$ cat config.mk
export PLATFORM = sky130hd
export DESIGN_NAME = ps2_scancode_sequence_encoder
export DESIGN_NICKNAME = d
export VERILOG_FILES = /design/src/hw/rtl/ps2se_pkg.sv /design/src/hw/rtl/ps2_scancode_sequence_encoder.sv /design/src/hw/rtl/ps2se_decode.sv /design/src/hw/rtl/ps2se_serial.sv
export SDC_FILE = /design/constraint.sdc
export NUM_CORES = 1
export LEC_CHECK = 0
export ABC_CLOCK_PERIOD_IN_PS = 2600
export BUFFER_PORTS_ARGS = -buffer_cell sky130_fd_sc_hd__buf_2
export CAP_MARGIN = 20
export CORE_UTILIZATION = 35
export DETAILED_ROUTE_END_ITERATION = 8
export HOLD_SLACK_MARGIN = 0.08
export PLACE_DENSITY = 0.6
export SLEW_MARGIN = 15
export SYNTH_ARGS = -nofsm -noshare
export SYNTH_HDL_FRONTEND = slang
export SYNTH_SLANG_ARGS = --single-unit
$ cat constraint.sdc
create_clock -name clk_i -period 2.6 [get_ports clk_i]
set_input_delay 0.52 -clock clk_i [delete_from_list [all_inputs] [get_ports clk_i]]
set_output_delay 0.52 -clock clk_i [all_outputs]
set_load 0.03 [all_outputs]
$ cat src/hw/rtl/ps2se_pkg.sv
// ----------------------------------------------------------------------------
// PS/2 scan code sequence encoder package
// Shared payload types, register indexes, status codes and the fixed byte
// sequences for Pause and Print Screen.
// ----------------------------------------------------------------------------
package ps2se_pkg;

  // Longest sequence that one event can produce (set 2 Pause)
  localparam int unsigned MaxSeq = 8;
  localparam int unsigned LenW   = $clog2(MaxSeq + 1);

  typedef logic [7:0] byte_t;
  // Element 0 is the first byte on the wire
  typedef byte_t [MaxSeq-1:0] seq_bytes_t;

  // Input item
  typedef struct packed {
    logic [15:0] key_code;
    logic [1:0]  key_state;
    logic        is_key_event;
    logic        code_known;
    logic [8:0]  set1_scan;
    logic [8:0]  set2_scan;
  } in_t;

  // Result item
  typedef struct packed {
    byte_t      out_byte;
    logic [1:0] status;
    logic       last;
  } out_t;

  // Configuration as seen by the decoder
  typedef struct packed {
    logic [1:0]  code_set;
    logic        translation_on;
    logic [15:0] pause_key_code;
    logic [15:0] sysrq_key_code;
  } cfg_t;

  // Decoded sequence handed from the decoder to the serializer
  typedef struct packed {
    seq_bytes_t      bytes;
    logic [LenW-1:0] len;
    logic [1:0]      status;
  } seq_t;

  // Configuration register indexes
  localparam int unsigned CfgIdxW = 2;
  localparam logic [CfgIdxW-1:0] RegScanSet     = 2'd0;
  localparam logic [CfgIdxW-1:0] RegTranslation = 2'd1;
  localparam logic [CfgIdxW-1:0] RegPauseCode   = 2'd2;
  localparam logic [CfgIdxW-1:0] RegSysrqCode   = 2'd3;
  localparam int unsigned CfgDataW = 16;

  // Register reset values
  localparam logic [1:0]  RstScanSet     = 2'd2;
  localparam logic        RstTranslation = 1'b1;
  localparam logic [15:0] RstPauseCode   = 16'd119;
  localparam logic [15:0] RstSysrqCode   = 16'd99;

  // Result status
  localparam logic [1:0] StOk    = 2'd0;
  localparam logic [1:0] StNone  = 2'd1;
  localparam logic [1:0] StUnsup = 2'd2;

  // Key state codes
  localparam logic [1:0] KsReleased = 2'd0;
  localparam logic [1:0] KsPressed  = 2'd1;
  localparam logic [1:0] KsInvalid  = 2'd3;

  // Scan set codes
  localparam logic [1:0] ScanSetOff = 2'd0;
  localparam logic [1:0] ScanSet1   = 2'd1;
  localparam logic [1:0] ScanSet3   = 2'd3;

  // Protocol bytes
  localparam byte_t PfxExt    = 8'he0;
  localparam byte_t PfxBreak  = 8'hf0;
  localparam byte_t Set1Break = 8'h80;

  // Fixed sequences, written highest element first (element 0 goes out first)
  localparam seq_bytes_t S1Pause    = {8'h00, 8'h00, 8'hc5, 8'h9d,
                                       8'he1, 8'h45, 8'h1d, 8'he1};
  localparam seq_bytes_t S2Pause    = {8'h77, 8'hf0, 8'h14, 8'hf0,
                                       8'he1, 8'h77, 8'h14, 8'he1};
  localparam seq_bytes_t S1PrtMake  = {8'h00, 8'h00, 8'h00, 8'h00,
                                       8'h37, 8'he0, 8'h2a, 8'he0};
  localparam seq_bytes_t S1PrtBreak = {8'h00, 8'h00, 8'h00, 8'h00,
                                       8'haa, 8'he0, 8'hb7, 8'he0};
  localparam seq_bytes_t S2PrtMake  = {8'h00, 8'h00, 8'h00, 8'h00,
                                       8'h7c, 8'he0, 8'h12, 8'he0};
  localparam seq_bytes_t S2PrtBreak = {8'h00, 8'h00, 8'h12, 8'hf0,
                                       8'he0, 8'h7c, 8'hf0, 8'he0};

endpackage

$ cat src/hw/rtl/ps2_scancode_sequence_encoder.sv
// ----------------------------------------------------------------------------
// PS/2 scan code sequence encoder
// Converts key events into PS/2 scan code set 1 or set 2 byte sequences.
// ----------------------------------------------------------------------------
// Each accepted key event produces one to eight result transfers, one byte
// per transfer, with last set on the final one. Events land in an input
// register, are decoded combinationally into a complete sequence, and that
// sequence is loaded into a shift register that drives the output port
// directly from flops. A sequence has 1 to 8 bytes (8 for set 2 Pause), and
// the serializer puts out one byte per cycle while the output is not stalled.
// The next event is decoded and loaded in the same cycle the last byte of the
// previous one transfers, so with no stall the output runs without gaps, and
// one more event may wait in the input register meanwhile. The first result
// is valid once its event has passed the input register and been loaded into
// the shift register.
// Rejected events (not a key event, key code zero, invalid key state, scan
// set 0 or 3, or an unknown ordinary key) give one result with status
// unsupported; a released or repeated Pause gives one result with status
// "no output". Configuration writes take effect on the next clock and are
// expected only while the block is idle.
// ----------------------------------------------------------------------------
module ps2_scancode_sequence_encoder import ps2se_pkg::*; (
  input  logic                clk_i,
  input  logic                rst_ni,
  // configuration write port
  input  logic                cfg_we_i,
  input  logic [CfgIdxW-1:0]  cfg_idx_i,
  input  logic [CfgDataW-1:0] cfg_wdata_i,
  // event input
  input  logic                in_valid_i,
  output logic                in_stall_o,
  input  in_t                 in_data_i,
  // byte output
  output logic                out_valid_o,
  input  logic                out_stall_i,
  output out_t                out_data_o
);

  cfg_t cfg_q;
  in_t  evt_q;
  logic evt_vld_q;
  seq_t seq;
  logic ser_ready;
  logic load;

  // Configuration registers
  always_ff @(posedge clk_i or negedge rst_ni) begin
    if (!rst_ni) begin
      cfg_q.code_set       <= RstScanSet;
      cfg_q.translation_on <= RstTranslation;
      cfg_q.pause_key_code <= RstPauseCode;
      cfg_q.sysrq_key_code <= RstSysrqCode;
    end else if (cfg_we_i) begin
      case (cfg_idx_i)
        RegScanSet:     cfg_q.code_set       <= cfg_wdata_i[1:0];
        RegTranslation: cfg_q.translation_on <= cfg_wdata_i[0];
        RegPauseCode:   cfg_q.pause_key_code <= cfg_wdata_i;
        RegSysrqCode:   cfg_q.sysrq_key_code <= cfg_wdata_i;
        default: ;
      endcase
    end
  end

  // Input register: holds an event until the serializer can take it
  assign load       = evt_vld_q && ser_ready;
  assign in_stall_o = evt_vld_q && !ser_ready;

  always_ff @(posedge clk_i or negedge rst_ni) begin
    if (!rst_ni) begin
      evt_vld_q <= 1'b0;
    end else if (!in_stall_o) begin
      evt_vld_q <= in_valid_i;
    end
  end

  always_ff @(posedge clk_i) begin
    if (in_valid_i && !in_stall_o) begin
      evt_q <= in_data_i;
    end
  end

  ps2se_decode u_decode (
    .evt_i (evt_q),
    .cfg_i (cfg_q),
    .seq_o (seq)
  );

  ps2se_serial u_serial (
    .clk_i       (clk_i),
    .rst_ni      (rst_ni),
    .load_i      (load),
    .seq_i       (seq),
    .ready_o     (ser_ready),
    .out_valid_o (out_valid_o),
    .out_stall_i (out_stall_i),
    .out_data_o  (out_data_o)
  );

endmodule

$ cat src/hw/rtl/ps2se_decode.sv
// ----------------------------------------------------------------------------
// PS/2 event decoder
// Turns one registered key event into its full byte sequence (or a status).
// ----------------------------------------------------------------------------
module ps2se_decode import ps2se_pkg::*; (
  input  in_t  evt_i,
  input  cfg_t cfg_i,
  output seq_t seq_o
);

  logic       reject;
  logic       set1;
  logic [8:0] enc;
  byte_t      scan;
  logic [2:0] n;

  assign reject = !evt_i.is_key_event || (evt_i.key_code == 16'd0) ||
                  (evt_i.key_state == KsInvalid) ||
                  (cfg_i.code_set == ScanSetOff) || (cfg_i.code_set == ScanSet3);
  assign set1   = cfg_i.translation_on || (cfg_i.code_set == ScanSet1);
  assign enc    = set1 ? evt_i.set1_scan : evt_i.set2_scan;

  always_comb begin
    seq_o        = '0;
    seq_o.len    = LenW'(1);
    seq_o.status = StOk;
    scan         = enc[7:0];
    n            = 3'd0;
    if (reject) begin
      seq_o.status = StUnsup;
    end else if (evt_i.key_code == cfg_i.pause_key_code) begin
      // Pause has no break code; only a press produces bytes
      if (evt_i.key_state != KsPressed) begin
        seq_o.status = StNone;
      end else if (set1) begin
        seq_o.bytes = S1Pause;
        seq_o.len   = LenW'(6);
      end else begin
        seq_o.bytes = S2Pause;
        seq_o.len   = LenW'(8);
      end
    end else if (evt_i.key_code == cfg_i.sysrq_key_code) begin
      if (evt_i.key_state == KsReleased) begin
        seq_o.bytes = set1 ? S1PrtBreak : S2PrtBreak;
        seq_o.len   = set1 ? LenW'(4) : LenW'(6);
      end else begin
        seq_o.bytes = set1 ? S1PrtMake : S2PrtMake;
        seq_o.len   = LenW'(4);
      end
    end else if (!evt_i.code_known) begin
      seq_o.status = StUnsup;
    end else begin
      if (enc[8]) begin
        seq_o.bytes[n] = PfxExt;
        n              = n + 3'd1;
      end
      if (evt_i.key_state == KsReleased) begin
        if (set1) begin
          scan = scan | Set1Break;
        end else begin
          seq_o.bytes[n] = PfxBreak;
          n              = n + 3'd1;
        end
      end
      seq_o.bytes[n] = scan;
      seq_o.len      = LenW'(n) + LenW'(1);
    end
  end

endmodule

$ cat src/hw/rtl/ps2se_serial.sv
// ----------------------------------------------------------------------------
// PS/2 sequence serializer
// Holds one decoded sequence and shifts it out one result per transfer.
// ----------------------------------------------------------------------------
module ps2se_serial import ps2se_pkg::*; (
  input  logic clk_i,
  input  logic rst_ni,
  input  logic load_i,
  input  seq_t seq_i,
  output logic ready_o,
  output logic out_valid_o,
  input  logic out_stall_i,
  output out_t out_data_o
);

  seq_bytes_t      bytes_q, bytes_d;
  logic [LenW-1:0] cnt_q, cnt_d;
  logic [1:0]      status_q, status_d;
  logic            xfer;

  assign xfer    = out_valid_o && !out_stall_i;
  // Free when empty or when the final byte leaves this cycle
  assign ready_o = (cnt_q == '0) || ((cnt_q == LenW'(1)) && !out_stall_i);

  always_comb begin
    bytes_d  = bytes_q;
    cnt_d    = cnt_q;
    status_d = status_q;
    if (load_i) begin
      bytes_d  = seq_i.bytes;
      cnt_d    = seq_i.len;
      status_d = seq_i.status;
    end else if (xfer) begin
      for (int i = 0; i < MaxSeq - 1; i++) begin
        bytes_d[i] = bytes_q[i+1];
      end
      bytes_d[MaxSeq-1] = '0;
      cnt_d             = cnt_q - LenW'(1);
    end
  end

  always_ff @(posedge clk_i or negedge rst_ni) begin
    if (!rst_ni) begin
      cnt_q <= '0;
    end else begin
      cnt_q <= cnt_d;
    end
  end

  always_ff @(posedge clk_i) begin
    bytes_q  <= bytes_d;
    status_q <= status_d;
  end

  assign out_valid_o         = (cnt_q != '0);
  assign out_data_o.out_byte = bytes_q[0];
  assign out_data_o.status   = status_q;
  assign out_data_o.last     = (cnt_q == LenW'(1));

endmodule
# Word level (Yosys, flattened, before mapping)
# Cells that the tools add are included.
# totals
regBits	144
in_bits	61
output_inout_bits	13
word_cells	120
# classes
add_sub_neg	3
n_lt_le_gt_ge	4
eq_ne	10
mux	51
bitwise	3
reduce_logical	28
# ops
op	n
64-bit 2-to-1 mux	8
68-bit 2-to-1 mux	5
8-bit 2-to-1 mux	13
70-bit 2-to-1 mux	1
67-bit 2-to-1 mux	1
64-bit bitwise mux	1
8-bit demux with 3-bit select	2
45-bit 2-to-1 mux	1
4-bit by 32-bit bitwise AND with 32-bit output	1
16-bit equality test	2
32-bit NOT	1
4-bit by 32-bit bitwise OR with 32-bit output	1
31-bit 2-to-1 mux	1
3-bit 2-to-1 mux	10
16-bit logical NOT	1
9-bit 2-to-1 mux	1
2-bit equality test, second input constant	4
3-bit by 4-bit less-than comparator with 1-bit output, second input constant	2
4-bit 2-to-1 mux	2
2-bit AND reduction	4
1-bit logical AND	7
3-bit by 1-bit greater-or-equal comparator with 1-bit output, second input constant	2
2-bit logical NOT	3
1-bit logical OR	6
other kinds (12)	19

# Depth between registers and ports, before layout
# logic_depth
depth_word	26
mapped_depth	12
depth_no_buf	11

# By module
# A second synthesis with hierarchy kept.
# hier_totals
hier_cells	542
area_unflattened_um2	7265.7
# by_module_without_submodules
module	n_inst	cells_each	area_each_um2	seq_area_each_um2
ps2se_serial	1	178	3030.4	2082.0
ps2_scancode_sequence_encoder	1	120	2630.0	2057.0
ps2se_decode	1	244	1605.3	0.0

# Worst setup path before layout
# OpenSTA, ideal clock, no wires.
# synth_path
path_type	register -> register
startpoint	register u_serial.cnt_q[0]
endpoint	register u_serial.bytes_q[10] (netlist bit), enable pin
setup_time_ns	0.407
t_arrival_ns	2.521
required_time_ns	2.193
setup_slack_ns	-0.328
stages_incl_launch_ff	6
n_path_buf	0
synth_period_minus_slack_ns	2.928
cell_sequence	dfrtp_1 > inv_1 > ha_1 > or3b_1 > mux2i_1 > inv_1
# synth_between
elab_cells_between_ends	8
cone_classes	eq/ne (1); reduce/logical (7)
# synth_rtl
element	line	rtl
start, declared	ps2se_serial.sv:17	logic [LenW-1:0] cnt_q, cnt_d;
start signal, assigned	ps2se_serial.sv:46	cnt_q <= cnt_d;
4-bit nonzero test	ps2se_serial.sv:55	assign out_valid_o = (cnt_q != '0);
via out_valid_o	ps2_scancode_sequence_encoder.sv:34	output logic out_valid_o,
1-bit logical AND	ps2se_serial.sv:21	assign xfer = out_valid_o && !out_stall_i;
2-bit nonzero test (no line)	n/a	
end signal, assigned	ps2se_serial.sv:51	bytes_q <= bytes_d;
end, declared	ps2se_serial.sv:16	seq_bytes_t bytes_q, bytes_d;
# The timed path passes the listed nets, and every way through them passes these cells.
# A chain may end at the register's enable or synchronous reset.

# Final worst setup path
# layout_path
startpoint	register u_serial.cnt_q[0]
endpoint	output in_stall_o
# layout_between
elab_chain_len	5
elab_cells_between_ends	6
cone_classes	eq/ne (1); reduce/logical (5)
# layout_rtl
element	line	rtl
4-bit by 1-bit equality test with 1-bit output	ps2se_serial.sv:23	assign ready_o = (cnt_q == '0) || ((cnt_q == LenW'(1)) && !out_stall_i);
1-bit logical AND	ps2se_serial.sv:23	
1-bit logical OR (*)	ps2se_serial.sv:23	
1-bit logical NOT (*)	ps2_scancode_sequence_encoder.sv:66	assign in_stall_o = evt_vld_q && !ser_ready;
1-bit logical AND (*)	ps2_scancode_sequence_encoder.sv:66	
end, declared	ps2_scancode_sequence_encoder.sv:31	output logic in_stall_o,
# Every way passes the cells marked *; elsewhere a longest branch is shown, timed or not.

==> flow_metrics.py <==
metrics = {
    "worst_setup_path": {
        "timing.critical_path.buf_inv": 3,
        "crit_cells": 6,
        "crit_path_cell_trace": "inv_2 -> ha_4 -> or3b_4 -> o211ai_1 -> inv_1 -> buf_2",
        "worst-endpoint-arrival_ns": 1.93,
        "slowest_stage_cell_on_the_critical_path": "sky130_fd_sc_hd__dfrtp_1",
        "endpoint_kind": "output pin",
        "crit_required_ns": 2.08,
        "cp_max_fo": 5,
        "critical_path.top_delay_family": "flip-flops",
        "setup.worst_path.class": "reg -> out",
        "worst_reg_to_reg_path_cell_count": 10,
        "cpPeakStageDelay_ns": 0.43,
        "startpoint_type": "flip-flop",
        "timing.reg2reg.setup_slack_ns": 0.24,
    },
    "yosys": {
        "ys_types": 62,
        "yosys_warnings": 0,
        "netlist.area_leader.share_pct": 43.3,
        "post_synth_fa_ha_maj_area_fraction_pct": 1.78,
        "synthesis.nets": 583,
        "postSynthRegisterBits": 131,
        "synth_top_flop_cell": "sky130_fd_sc_hd__edfxtp_1",
        "count_of_flip_flops_with_a_built_in_enable_after_synthesis": 91,
        "area_of_the_mapped_netlist_sq_um": 6310,
        "synth_compound_gate_area_share_pct": 10.6,
        "synthesized_netlist_cell_count": 513,
        "synth_top_family_by_area": "simple AND/OR/NAND/NOR gates",
        "synth.mux.area_fraction_pct": 7.69,
        "avgSynthCellArea_sq_um": 12.3,
        "synth_simple_gate_area_share_pct": 12.4,
        "async_s_r_ff_share_synth_pct": 30.5,
        "synth_largest_area_cell": "sky130_fd_sc_hd__edfxtp_1",
        "synth_seq_area_share_pct": 59.4,
        "synth.top_cells.by_area": "sky130_fd_sc_hd__edfxtp_1 43%, sky130_fd_sc_hd__dfrtp_1 11%, sky130_fd_sc_hd__mux2_2 6.4%",
        "synth_xor_area_share_pct": 4.72,
    },
    "floorplanning": {
        "ioPinCount": 74,
        "dieArea_sq_um": 18600,
        "fp.dieH_microns": 136,
        "core_area_sq_um": 17500,
        "die-width_microns": 136,
        "rows": 48,
        "initial_utilization_pct": 36.1,
    },
    "cells_and_area": {
        "layout_common_cells": "91 x sky130_fd_sc_hd__edfxtp_1, 73 x sky130_fd_sc_hd__buf_2, 64 x sky130_fd_sc_hd__nand2_1",
        "ant_diodes": 0,
        "nets": 674,
        "post_route_utilization_pct": 44.1,
        "layout-area-overhead-vs-synth_pct": 22.1,
        "fillCellCount": 1601,
        "final_common_cell": "sky130_fd_sc_hd__edfxtp_1",
        "multi_input_comb_area_sq_um": 2380,
        "share_of_cells_above_drive_strength_1_pct": 33.1,
        "register_area_sq_um": 3750,
    },
    "min_path": {
        "hold_class": "in -> async",
    },
    "global_route": {
        "maximum_number_of_pins_on_one_net_before_global_route_repair": 47,
        "first_global_vias": 4560,
        "first_pass_grt_wire_length_microns": 24800,
        "total_global_route_track_usage_pct": 18.1,
        "globalRoute.totalOverflow": 0,
        "initial_antenna_violation_count": 0,
    },
    "sta": {
        "timing.final.crit_share_pct": 94.3,
        "hold-worst-slack_ns": 0.229,
        "report.final.slew_viol_count": 0,
        "transition_time_of_the_tightest_slew_check_pin_ns": 0.946,
        "worst_clock_skew_ns": 0.00646,
        "finalWorstPathRequiredPeriod_ns": 2.45,
        "final_critical_path_setup_slack_ns": 0.147,
        "setup_viol": 0,
        "setup_repair_after_global_routing_missed_its_margin": "false",
        "fmax_ghz": 0.408,
        "hold_violations": 0,
        "slew-limit-headroom_pct": 36.9,
    },
    "power": {
        "power.total_mw": 8.80,
        "power.share.switching_pct": 34.2,
        "pwr-share-clk_pct": 27.4,
        "cellLeakagePower_nw": 3.11,
        "power.net_switching_mw": 3.01,
        "share_of_total_power_in_combinational_logic_pct": 31.3,
        "pwr-share-seq_pct": 41.3,
        "power_density_over_the_cells_nw_per_um2": 1140,
        "ir_worst_vdd_uv": 531,
        "p_int_mw": 5.80,
    },
    "clocking": {
        "cts-buffers-inserted": 17,
        "cts_sinks": 131,
        "ctsRootBufferMaster": "sky130_fd_sc_hd__clkbuf_16",
        "htree_levels": 4,
        "clock_tree_from_tritoncts": "done",
        "clk_pin_slew_worst_paths_ns": 0.06,
        "clk-insertion-delay-late_ns": 0.42,
        "ctsLongestPathBuffers": 2,
        "cts_hold_buffers": 0,
    },
    "job": {
        "maxCapViolCount": 0,
    },
    "placed_design": {
        "gp_congestion": 0.881,
        "place.port_buffers": 73,
        "pre_cts_ws_ns": 0.0415,
        "hpwlAfterDp_microns": 11400,
    },
    "routing": {
        "via_count": 4441,
        "remaining_design_rule_violation_count": 0,
        "postRouteAntennaNets": 0,
        "drt_iter0_markers": 244,
        "via_density_per_instance": 5.27,
        "drt_pass1_iterations": 5,
        "routed_wire_length_per_instance_microns": 18.6,
        "wl_final_microns": 15700,
    },
    "run_status": {
        "status": "finished clean",
    },
}
-- final cells by class --
type | instances | share of cell area [%]
clock buffers | 23 | 6.77
inverters | 16 | 0.828
clock inverters | 9 | 1.17
multi-input cells | 336 | 30.9
repair buffers | 102 | 8.05
flip-flops and latches | 131 | 48.6
well taps | 225 | 3.65
-- worst reg2reg max path: cells and delay by family (launching register included) --
family / cells / cell delay (ns)
AOI/OAI and AO/OA: 3 / 0.68
DFF: 1 / 0.55
and+or+nand+nor: 4 / 0.55
adders and majority gates: 1 / 0.27
buffers and inverters: 2 / 0.15
-- routing by layer --
| layer | up-vias | GRT usage (%) | wire length [microns] |
|---|---|---|---|
| li1 | 2082 | - | - |
| met1 | 2170 | 22.7 | 6510 |
| met2 | 161 | 29.5 | 7830 |
| met3 | 28 | 4.81 | 954 |
| met4 | 0 | 7.28 | 386 |
| met5 | - | 0 | 0 |
-- power groups by stage --
stage	clock (mW)	sequential, mW	combinational [mW]
final	2.41	3.64	2.76
after global routing	2.54	3.71	3.03
after CTS	2.45	3.64	2.76
after detailed placement	0	3.67	2.75
after global placement	0	3.66	2.70
after floorplan	0	3.55	1.96
-- cells in the mapped netlist (4+ instances only) --
master,instances
sky130_fd_sc_hd__edfxtp_1,91
sky130_fd_sc_hd__nand2_1,64
sky130_fd_sc_hd__mux2_2,36
sky130_fd_sc_hd__xor2_1,33
sky130_fd_sc_hd__dfrtp_1,28
sky130_fd_sc_hd__o21ai_1,20
sky130_fd_sc_hd__a21oi_1,15
sky130_fd_sc_hd__inv_1,14
sky130_fd_sc_hd__o21ai_0,14
sky130_fd_sc_hd__nand3_1,13
sky130_fd_sc_hd__dfstp_2,12
sky130_fd_sc_hd__nor4_1,12
sky130_fd_sc_hd__and2_1,11
sky130_fd_sc_hd__buf_4,10
sky130_fd_sc_hd__a22oi_1,9
sky130_fd_sc_hd__buf_2,9
sky130_fd_sc_hd__clkbuf_1,9
sky130_fd_sc_hd__ha_1,9
sky130_fd_sc_hd__nor2_1,9
sky130_fd_sc_hd__nor3_1,9
sky130_fd_sc_hd__mux2i_1,8
sky130_fd_sc_hd__a211oi_1,6
sky130_fd_sc_hd__a32oi_1,5
sky130_fd_sc_hd__o211ai_1,5
sky130_fd_sc_hd__a31oi_1,4
sky130_fd_sc_hd__nand4_1,4
sky130_fd_sc_hd__o21ai_2,4
sky130_fd_sc_hd__o31a_1,4
-- stage by stage --
step           area, sq um  instances  setup TNS, ns
3_3_place_gp          7070        808              0
3_5_place_dp          7070        808              0
5_1_grt               7710        842              0
2_1_floorplan         6350        513       -0.00611
4_1_cts               7680        840              0
6_report              7710        842              0
-- cells by family (layout without fill, tap and decap cells) --
group / count (synthesis) / count (layout)
AOI/OAI and AO/OA: 100 / 100
xor gates and xnor gates: 34 / 34
adders and majority gates: 9 / 9
buffers and inverters: 46 / 150
DFF: 131 / 131
muxes: 44 / 44
and+or+nand+nor: 149 / 149
-- what timing repair did --
item / 4_1_cts / 5_1_grt
endpoints found under the setup margin: 0 / 30
hold endpoints to repair: 0 / 0
buffers inserted: 0 / 2
gates resized for setup: 0 / 2
-- registers in the layout, indices dropped and copies added (netlist names) --
signal               flops
u_serial.cnt_q           4
evt_q                   38
u_serial.out_data_o      8
cfg_q                   35
u_serial.status_q        2
u_serial.bytes_q        43
evt_vld_q                1
-- worst paths after layout --
check                                startpoint              endpoint
max in group asynchronous                rst_ni             cfg_q[29]
max                           u_serial.cnt_q[0]            in_stall_o
min in group clk_i                in_data_i[25]             evt_q[25]
min reg2reg                u_serial.bytes_q[40]  u_serial.bytes_q[32]
min                                      rst_ni              cfg_q[4]
max reg2reg                           cfg_q[34]  u_serial.bytes_q[12]
(Power assumes the default switching activity.)
